`src/u16u8_pkg.sv`:
```
// Package with types, constants and encoding helpers of the UTF-16LE to UTF-8 encoder.
package u16u8_pkg;

    typedef logic [7:0] t_byte;

    // Number of UTF-8 bytes one unit can release at most.
    localparam int MAX_OUT_BYTES = 6;
    localparam int CNT_W         = $clog2(MAX_OUT_BYTES + 1);
    localparam int BUF_W         = MAX_OUT_BYTES * 8;

    typedef logic [CNT_W-1:0] t_cnt;
    typedef logic [BUF_W-1:0] t_obuf;

    // Top six bits of high and low surrogates.
    localparam logic [5:0] HI_SURR_TAG = 6'b110110;
    localparam logic [5:0] LO_SURR_TAG = 6'b110111;

    // UTF-8 lead and continuation prefixes.
    localparam logic [2:0] LEAD2_TAG = 3'b110;
    localparam logic [3:0] LEAD3_TAG = 4'b1110;
    localparam logic [4:0] LEAD4_TAG = 5'b11110;
    localparam logic [1:0] CONT_TAG  = 2'b10;

    function automatic logic [23:0] enc3(input logic [15:0] u);
        return {LEAD3_TAG, u[15:12], CONT_TAG, u[11:6], CONT_TAG, u[5:0]};
    endfunction

endpackage

```
`src/u16u8_in_if.sv`:
```
// Input channel: one UTF-16LE source byte per item.
interface u16u8_in_if;
    import u16u8_pkg::*;

    logic  valid;
    logic  ready;
    t_byte in_byte;
    logic  src_two_or_more;

    modport source (output valid, output in_byte, output src_two_or_more, input ready);
    modport sink   (input valid, input in_byte, input src_two_or_more, output ready);
endinterface

```
`src/u16u8_out_if.sv`:
```
// Output channel: one UTF-8 byte per item with its last-of-run mark.
interface u16u8_out_if;
    import u16u8_pkg::*;

    logic  valid;
    logic  ready;
    t_byte out_byte;
    logic  last;

    modport source (output valid, output out_byte, output last, input ready);
    modport sink   (input valid, input out_byte, input last, output ready);
endinterface

```
`src/utf16le_to_utf8_encoder.sv`:
```
// Top level of the UTF-16LE to UTF-8 encoder.
//
//  Port   | Dir | Item                          | Handshake
//  i_in   | in  | in_byte, src_two_or_more      | valid/ready
//  o_out  | out | out_byte, last                | valid/ready
//
// The first byte of a unit is taken in any cycle and only stored.
// The second byte is encoded in the cycle it is taken; its 0 to 6 result bytes
// leave the shift buffer one per cycle while the output is ready, starting in the next cycle.
// It is taken when the buffer is empty or its final byte leaves in that cycle.
// Reset is synchronous and clears the held-byte flag, the held-surrogate flag and the buffer count.
module utf16le_to_utf8_encoder (
    input logic          i_clk,
    input logic          i_rst_n,
    u16u8_in_if.sink     i_in,
    u16u8_out_if.source  o_out
);
    import u16u8_pkg::*;

    logic        r_have_low;
    t_byte       r_low_byte;
    logic        r_pend_vld;
    logic [9:0]  r_pend;
    t_obuf       r_buf;
    t_cnt        r_cnt;

    logic        n_pend_vld;
    logic [9:0]  n_pend;
    t_obuf       n_buf;
    t_cnt        n_cnt;

    logic [15:0] w_unit;
    logic        w_is_hi;
    logic        w_is_lo;
    logic        w_in_acc;
    logic        w_unit_acc;
    logic        w_pop;
    logic [23:0] w_main;
    t_cnt        w_main_cnt;
    logic [23:0] w_flush;
    logic [4:0]  w_plane;

    assign w_unit   = {i_in.in_byte, r_low_byte};
    assign w_is_hi  = (w_unit[15:10] == HI_SURR_TAG);
    assign w_is_lo  = (w_unit[15:10] == LO_SURR_TAG);
    assign w_flush  = enc3({HI_SURR_TAG, r_pend});
    assign w_plane  = {1'b0, r_pend[9:6]} + 5'd1;

    assign i_in.ready = !r_have_low || (r_cnt == '0) || ((r_cnt == t_cnt'(1)) && o_out.ready);
    assign w_in_acc   = i_in.valid && i_in.ready;
    assign w_unit_acc = w_in_acc && r_have_low;
    assign w_pop      = (r_cnt != '0) && o_out.ready;

    assign o_out.valid    = (r_cnt != '0);
    assign o_out.out_byte = r_buf[BUF_W-1 -: 8];
    assign o_out.last     = (r_cnt == t_cnt'(1));

    always_comb begin
        if (w_unit[15:7] == '0) begin
            w_main     = {w_unit[7:0], 16'h0000};
            w_main_cnt = t_cnt'(1);
        end else if (w_unit[15:11] == '0) begin
            w_main     = {LEAD2_TAG, w_unit[10:6], CONT_TAG, w_unit[5:0], 8'h00};
            w_main_cnt = t_cnt'(2);
        end else begin
            w_main     = enc3(w_unit);
            w_main_cnt = t_cnt'(3);
        end
    end

    always_comb begin
        n_pend_vld = 1'b0;
        n_pend     = w_unit[9:0];
        if (w_is_hi && i_in.src_two_or_more) begin
            n_pend_vld = 1'b1;
            n_buf      = {w_flush, 24'h000000};
            n_cnt      = r_pend_vld ? t_cnt'(3) : '0;
        end else if (r_pend_vld && w_is_lo) begin
            n_buf = {LEAD4_TAG, w_plane[4:2],
                     CONT_TAG, w_plane[1:0], r_pend[5:2],
                     CONT_TAG, r_pend[1:0], w_unit[9:6],
                     CONT_TAG, w_unit[5:0], 16'h0000};
            n_cnt = t_cnt'(4);
        end else if (r_pend_vld) begin
            n_buf = {w_flush, w_main};
            n_cnt = t_cnt'(3) + w_main_cnt;
        end else begin
            n_buf = {w_main, 24'h000000};
            n_cnt = w_main_cnt;
        end
    end

    always_ff @(posedge i_clk) begin
        if (!i_rst_n) begin
            r_have_low <= 1'b0;
            r_pend_vld <= 1'b0;
            r_cnt      <= '0;
        end else begin
            if (w_in_acc) begin
                r_have_low <= !r_have_low;
            end
            if (w_unit_acc) begin
                r_pend_vld <= n_pend_vld;
                r_cnt      <= n_cnt;
            end else if (w_pop) begin
                r_cnt <= r_cnt - t_cnt'(1);
            end
        end
    end

    always_ff @(posedge i_clk) begin
        if (w_in_acc && !r_have_low) begin
            r_low_byte <= i_in.in_byte;
        end
        if (w_unit_acc) begin
            r_pend <= n_pend;
            r_buf  <= n_buf;
        end else if (w_pop) begin
            r_buf <= {r_buf[BUF_W-9:0], 8'h00};
        end
    end

endmodule

```
`src/flat_wrapper.sv`:
```
// flat-port wrapper written by rule: the top's interface ports become plain ports
module utf16le_to_utf8_encoder_flat import u16u8_pkg::*;
  (i_clk, i_rst_n, i_in_valid, i_in_in_byte, i_in_src_two_or_more, i_in_ready, o_out_valid, o_out_out_byte, o_out_last, o_out_ready);
  u16u8_in_if i_in_i ();
  u16u8_out_if o_out_i ();
  input logic i_clk;
  input logic i_rst_n;
  input wire logic [$bits(i_in_i.valid)-1:0] i_in_valid;
  input wire logic [$bits(i_in_i.in_byte)-1:0] i_in_in_byte;
  input wire logic [$bits(i_in_i.src_two_or_more)-1:0] i_in_src_two_or_more;
  output wire logic [$bits(i_in_i.ready)-1:0] i_in_ready;
  output wire logic [$bits(o_out_i.valid)-1:0] o_out_valid;
  output wire logic [$bits(o_out_i.out_byte)-1:0] o_out_out_byte;
  output wire logic [$bits(o_out_i.last)-1:0] o_out_last;
  input wire logic [$bits(o_out_i.ready)-1:0] o_out_ready;
  assign i_in_i.valid = i_in_valid;
  assign i_in_i.in_byte = i_in_in_byte;
  assign i_in_i.src_two_or_more = i_in_src_two_or_more;
  assign i_in_ready = i_in_i.ready;
  assign o_out_valid = o_out_i.valid;
  assign o_out_out_byte = o_out_i.out_byte;
  assign o_out_last = o_out_i.last;
  assign o_out_i.ready = o_out_ready;
  utf16le_to_utf8_encoder u_core (.i_clk(i_clk), .i_rst_n(i_rst_n), .i_in(i_in_i), .o_out(o_out_i));
endmodule
```
`config.mk`:
```
export PLATFORM = sky130hd
export DESIGN_NAME = utf16le_to_utf8_encoder_flat
export DESIGN_NICKNAME = d
export VERILOG_FILES = /design/src/u16u8_pkg.sv /design/src/u16u8_in_if.sv /design/src/u16u8_out_if.sv /design/src/utf16le_to_utf8_encoder.sv /design/src/flat_wrapper.sv
export SDC_FILE = /design/constraint.sdc
export NUM_CORES = 1
export LEC_CHECK = 0
export ABC_CLOCK_PERIOD_IN_PS = 4800
export BUFFER_PORTS_ARGS = -buffer_cell sky130_fd_sc_hd__buf_2
export CORE_MARGIN = 5
export CORE_UTILIZATION = 45
export CTS_CLUSTER_SIZE = 8
export DETAILED_ROUTE_END_ITERATION = 7
export PLACE_DENSITY = 0.63
export SLEW_MARGIN = 20
export SYNTH_ARGS = -nofsm -noshare
export SYNTH_HDL_FRONTEND = slang
export SYNTH_SLANG_ARGS = --single-unit
```
`constraint.sdc`:
```
create_clock -name i_clk -period 4.8 [get_ports i_clk]
set_clock_uncertainty 0.05 [all_clocks]
set_input_delay 0.72 -clock i_clk [delete_from_list [all_inputs] [get_ports i_clk]]
set_output_delay 0.72 -clock i_clk [all_outputs]
set_load 0.05 [all_outputs]
```
# == Word level (Yosys, flattened, before mapping) ==
# Cells that the tools add are included.
# totals
elab_cells,43
output_inout_bits,11
reg_bits,71
input_bits,13
# classes
eq_ne,3
muxes,16
n_addsub,3
reduce_logical,15
# op_table
cell,n
$mux W48,5
$mux W24,1
$mux W22,1
$mux W3,6
$eq A6 B6 Y1 const B,2
$logic_not A9 Y1,1
$logic_and A1 B1 Y1,7
$add A4 B1 Y5 const B,1
$logic_not A5 Y1,1
$add A2 B3 Y3 const A,1
$eq A3 B1 Y1 const B,1
$logic_not A3 Y1,1
$reduce_bool A3 Y1,1
$sub A3 B1 Y3 const B,1
$logic_or A1 B1 Y1,2
$mux W1,2
$mux W2,1
$reduce_bool A2 Y1,1
$logic_not A1 Y1,1

# == Depth between registers and ports, before layout ==
# logic_depth
word_depth,8
depth_mapped,9
depth_no_buf,8

# == Worst setup path before layout ==
# No wires, ideal clock.
# synth_timing
kind,flip-flop to flip-flop
from,register u_core.r_cnt[0]
to,register u_core.r_cnt[2]
required_time_ns,4.664
n_path_buf,0
setup_ns,0.086
period_less_slack_ns,4.380
stages_incl_launch_ff,8
path_slack_ns,0.420
arrival_time_ns,4.244
cell_sequence,dfxtp_1 > inv_1 > ha_1 > nand2b_1 > mux2i_1 > o21a_1 > o21ai_0 > a211oi_1
# synth_between
elab_cells_between_ends,13
classes_between,add/sub: 1; eq/ne: 1; mux: 2; reduce/logical: 9
# synth_lines
element,line_no,rtl
start: declaration,utf16le_to_utf8_encoder.sv:25,t_cnt r_cnt;
start signal: assignment,utf16le_to_utf8_encoder.sv:104,r_cnt <= n_cnt;
start signal: assignment,utf16le_to_utf8_encoder.sv:106,r_cnt <= r_cnt - t_cnt'(1);
$reduce_bool A3 Y1,n/a,
net o_out_valid,flat_wrapper.sv:12,output wire logic [$bits(o_out_i.valid)-1:0] o_out_valid;
$logic_and A1 B1 Y1,utf16le_to_utf8_encoder.sv:52,assign w_pop = (r_cnt != '0) && o_out.ready;
$reduce_bool A2 Y1 (no line),n/a,
# The timed path passes the listed nets, and every way through them passes these cells. The select of a mux whose other input is x is not followed.
# A chain may end at the register's enable or synchronous reset.

# == Final worst setup path ==
# layout_timing
from,register u_core.r_cnt[0]
to,register u_core.r_buf[29] (data pin)
# layout_between
elab_chain_len,6
elab_cells_between_ends,8
classes_between,eq/ne: 1; mux: 1; reduce/logical: 6
# layout_lines
element,line_no,rtl
$eq A3 B1 Y1 or $logic_not A3 Y1 (tied branches),utf16le_to_utf8_encoder.sv:49,assign i_in.ready = !r_have_low || (r_cnt == '0) || ((r_cnt == t_cnt'(1)) && o_out.ready);
$logic_and A1 B1 Y1 or $logic_or A1 B1 Y1 (tied branches),utf16le_to_utf8_encoder.sv:49,
$logic_or A1 B1 Y1 (*),utf16le_to_utf8_encoder.sv:49,
$logic_and A1 B1 Y1 (*),utf16le_to_utf8_encoder.sv:50,assign w_in_acc = i_in.valid && i_in.ready;
$logic_and A1 B1 Y1 (*),utf16le_to_utf8_encoder.sv:51,assign w_unit_acc = w_in_acc && r_have_low;
$mux W48 (*),utf16le_to_utf8_encoder.sv:115,if (w_unit_acc) begin
end signal: assignment,utf16le_to_utf8_encoder.sv:117,r_buf <= n_buf;
end signal: assignment,utf16le_to_utf8_encoder.sv:119,"r_buf <= {r_buf[BUF_W-9:0], 8'h00};"
end: declaration,utf16le_to_utf8_encoder.sv:24,t_obuf r_buf;
# Mark *: on every way between the ends. The rest lies on a longest branch, timed or not.

==> flow_summary.json <==
{
  "grt_antenna_before_repair": 0,
  "cpPeakStageDelay_ps": 430,
  "vias": 2638,
  "ys_top_cells_by_count": "64 x edfxtp_1, 30 x nand2_1, 20 x o21ai_0, 16 x a21oi_1, 16 x nor2_1",
  "fmax_mhz": 360,
  "synth_edf_count": 64,
  "synthTopCellsByArea": "edfxtp_1 55%, nand2_1 3.2%, dfxtp_1 2.8%, o21ai_0 2.8%, a22oi_1 2.8%",
  "min_path_type": "flop to flop",
  "port_buffers": 23,
  "ant_nets": 0,
  "cts_resized": 0,
  "leakagePower_nw": 1.37,
  "antenna_cells": 0,
  "first_pass_iters": 5,
  "synth_flop_cell": "edfxtp_1",
  "post_cts_buffers": 0,
  "arrival_ps": 2790,
  "placed_cell_area_um2": 3680,
  "finish.instance_area_um2": 3830,
  "start_kind": "flop",
  "drv_cap": 0,
  "syn_area_um2": 3520,
  "htreeDepth": 3,
  "synthArstFlopShare_pct": 0,
  "path_class": "flop to flop",
  "max_slew.worst_pin.slew_ps": 1060,
  "initial_core_util_pct": 45.8,
  "period_share_pct": 57.9,
  "clock-sinks": 69,
  "final.min_clock_period_ps": 2780,
  "design.die.area_um2": 9700,
  "slew_viol_final": 0,
  "finalSetupTns_ps": 0,
  "drc": 0,
  "syn_to_final_growth_pct": 8.88,
  "numCtsBuffers": 9,
  "cellPowerDensity_nw_per_um2": 497,
  "finalWirelength_um": 8690,
  "dp_cells": 416,
  "die_width_um": 98.5,
  "postCtsHoldBufs": 0,
  "synth_cells": 313,
  "yosysWarningCount": 0,
  "viasPerCell": 6.11,
  "grt_pass1_wl_um": 13800,
  "irDropWorstVdd_mv": 0.233,
  "synth_top_area_share_pct": 54.6,
  "yosysMostFrequentCell": "edfxtp_1",
  "cp.required_ps": 4810,
  "seq_area_frac_synth_pct": 57.4,
  "end_kind": "flop",
  "fin_util_pct": 49.9,
  "core_area_um2": 7690,
  "path_common_cell": "buf_4",
  "synth-seq-cells": 69,
  "clk_pin_slew_ps": 80,
  "grt_overflow": 0,
  "synthesis.nets": 330,
  "gp_congestion": 0.848,
  "root_buffer": "clkbuf_8",
  "worst_path_max_delay_cell": "o21ai_1",
  "die_h_um": 98.5,
  "num_rows": 32,
  "synth_area_leader_cell": "edfxtp_1",
  "layout.nets": 342,
  "ys_types": 54,
  "cts_tree": "built",
  "wl_per_cell_um": 20.1,
  "rsz0062_at_grt": "no",
  "clock_latency_ps": 350,
  "io_pins": 24,
  "final-setup-viol-count": 0,
  "final_cells": 432,
  "finalPower_mw": 1.91,
  "crit_fanout": 44,
  "cp_cell_sequence": "inv_1 > ha_1 > a21oi_1 > or3_1 > buf_4 > clkinv_1 > buf_4 > o21ai_1 > o221ai_1",
  "outcome": "completed",
  "grt_max_degree": 45,
  "drtIter0Drc": 334,
  "slew_headroom_pct": 29.0,
  "dp_hpwl_um": 5660,
  "grtUsageTotal_pct": 18.2,
  "syn_avg_cell_area_um2": 11.3,
  "cts_buffer_depth": 2,
  "grt_pass1_vias": 2451,
  "final_layout_size_suffix_gt1_share_pct": 14.8,
  "hold_viol": 0
}
## sequential cells by signal, summed over array words and instances (netlist names)
register,count
u_core.r_have_low,1
u_core.r_pend_vld,1
u_core.r_buf,46
u_core.r_low_byte,8
u_core.r_pend,10
u_core.r_cnt,3
## cells in the final DEF, fill, tap and decap left out, types with 3 or more instances in the layout
| cell type | count |
|---|---|
| nor3_1 | 5 |
| and3_1 | 4 |
| o21ai_0 | 20 |
| a211oi_1 | 4 |
| edfxtp_1 | 64 |
| dfxtp_1 | 5 |
| nand3_1 | 13 |
| clkinv_2 | 3 |
| nand2b_1 | 3 |
| a31oi_1 | 5 |
| o22ai_1 | 3 |
| o221ai_1 | 5 |
| ha_1 | 4 |
| a21oi_1 | 16 |
| o31ai_1 | 4 |
| and2_1 | 9 |
| a22oi_1 | 13 |
| nand2_1 | 30 |
| nor2b_1 | 6 |
| buf_2 | 23 |
| a22o_1 | 6 |
| nor2_1 | 16 |
| buf_4 | 4 |
| clkbuf_8 | 9 |
| o21a_1 | 7 |
| a32oi_1 | 3 |
| clkinv_1 | 3 |
| inv_1 | 6 |
## cell families (layout without fill, tap and decap cells)
family / count (synthesis) / after routing / synth area share, %
AO/OA/AOI/OAI: 104 / 104 / 20.9
XOR/XNOR: 2 / 2 / 0.497
adder cells (fa/ha/maj): 4 / 4 / 1.42
buffers and inverters: 33 / 50 / 4.44
flip-flops: 69 / 69 / 57.4
multiplexers: 1 / 1 / 0.284
AND/OR/NAND/NOR: 100 / 100 / 15.0
## stage by stage
| step | worst slack (ps) | hold WS (ps) |
|---|---|---|
| after floorplan | 420 | 439 |
| after global placement | 1810 | 451 |
| after detailed placement | 1780 | 459 |
| after CTS | 2050 | 477 |
| after global routing | 1830 | 499 |
| final | 2020 | 472 |
## metal layers
metal | routed length, um | global-route usage [%]
met1 | 3980 | 26.8
met4 | 170 | 7.04
met3 | 652 | 3.75
met2 | 3890 | 26.5
met5 | 0 | 0
## layout make-up
type | count | area (um^2)
multi-input cells | 211 | 1360
clock buffers | 10 | 128
fillers | 716 | 3850
inverters | 7 | 26.3
flip-flops and latches | 69 | 2020
repair buffers | 27 | 145
clock inverters | 6 | 30.0
well taps | 102 | 128
## power by group
group          total (mW)  internal (mW)  switching (mW)
Clock               0.401          0.181           0.219
Combinational       0.550          0.169           0.381
Sequential          0.957          0.897          0.0597
## worst max-delay path, delay by kind of cell, from the launching register on
| kind | cells | cell delay (ps) |
|---|---|---|
| fa+ha+maj | 1 | 230 |
| compound gates | 3 | 780 |
| flops | 1 | 360 |
| buf+inv | 4 | 950 |
| simple gates | 1 | 110 |
## worst paths after layout
kind / from / endpoint / slack, ps / cells after the start
setup / recovery: u_core.r_cnt[0]$_SDFFE_PN0P_ / u_core.r_buf[29]$_DFFE_PP_ / 2020 / 9
hold / removal: u_core.r_buf[13]$_DFFE_PP_ / u_core.r_buf[21]$_DFFE_PP_ / 470 / 2
setup reg to reg: u_core.r_cnt[0]$_SDFFE_PN0P_ / u_core.r_buf[29]$_DFFE_PP_ / 2020 / 9
hold reg to reg: u_core.r_buf[13]$_DFFE_PP_ / u_core.r_buf[21]$_DFFE_PP_ / 470 / 2
No activity file was read; power rests on OpenSTA's default activity.
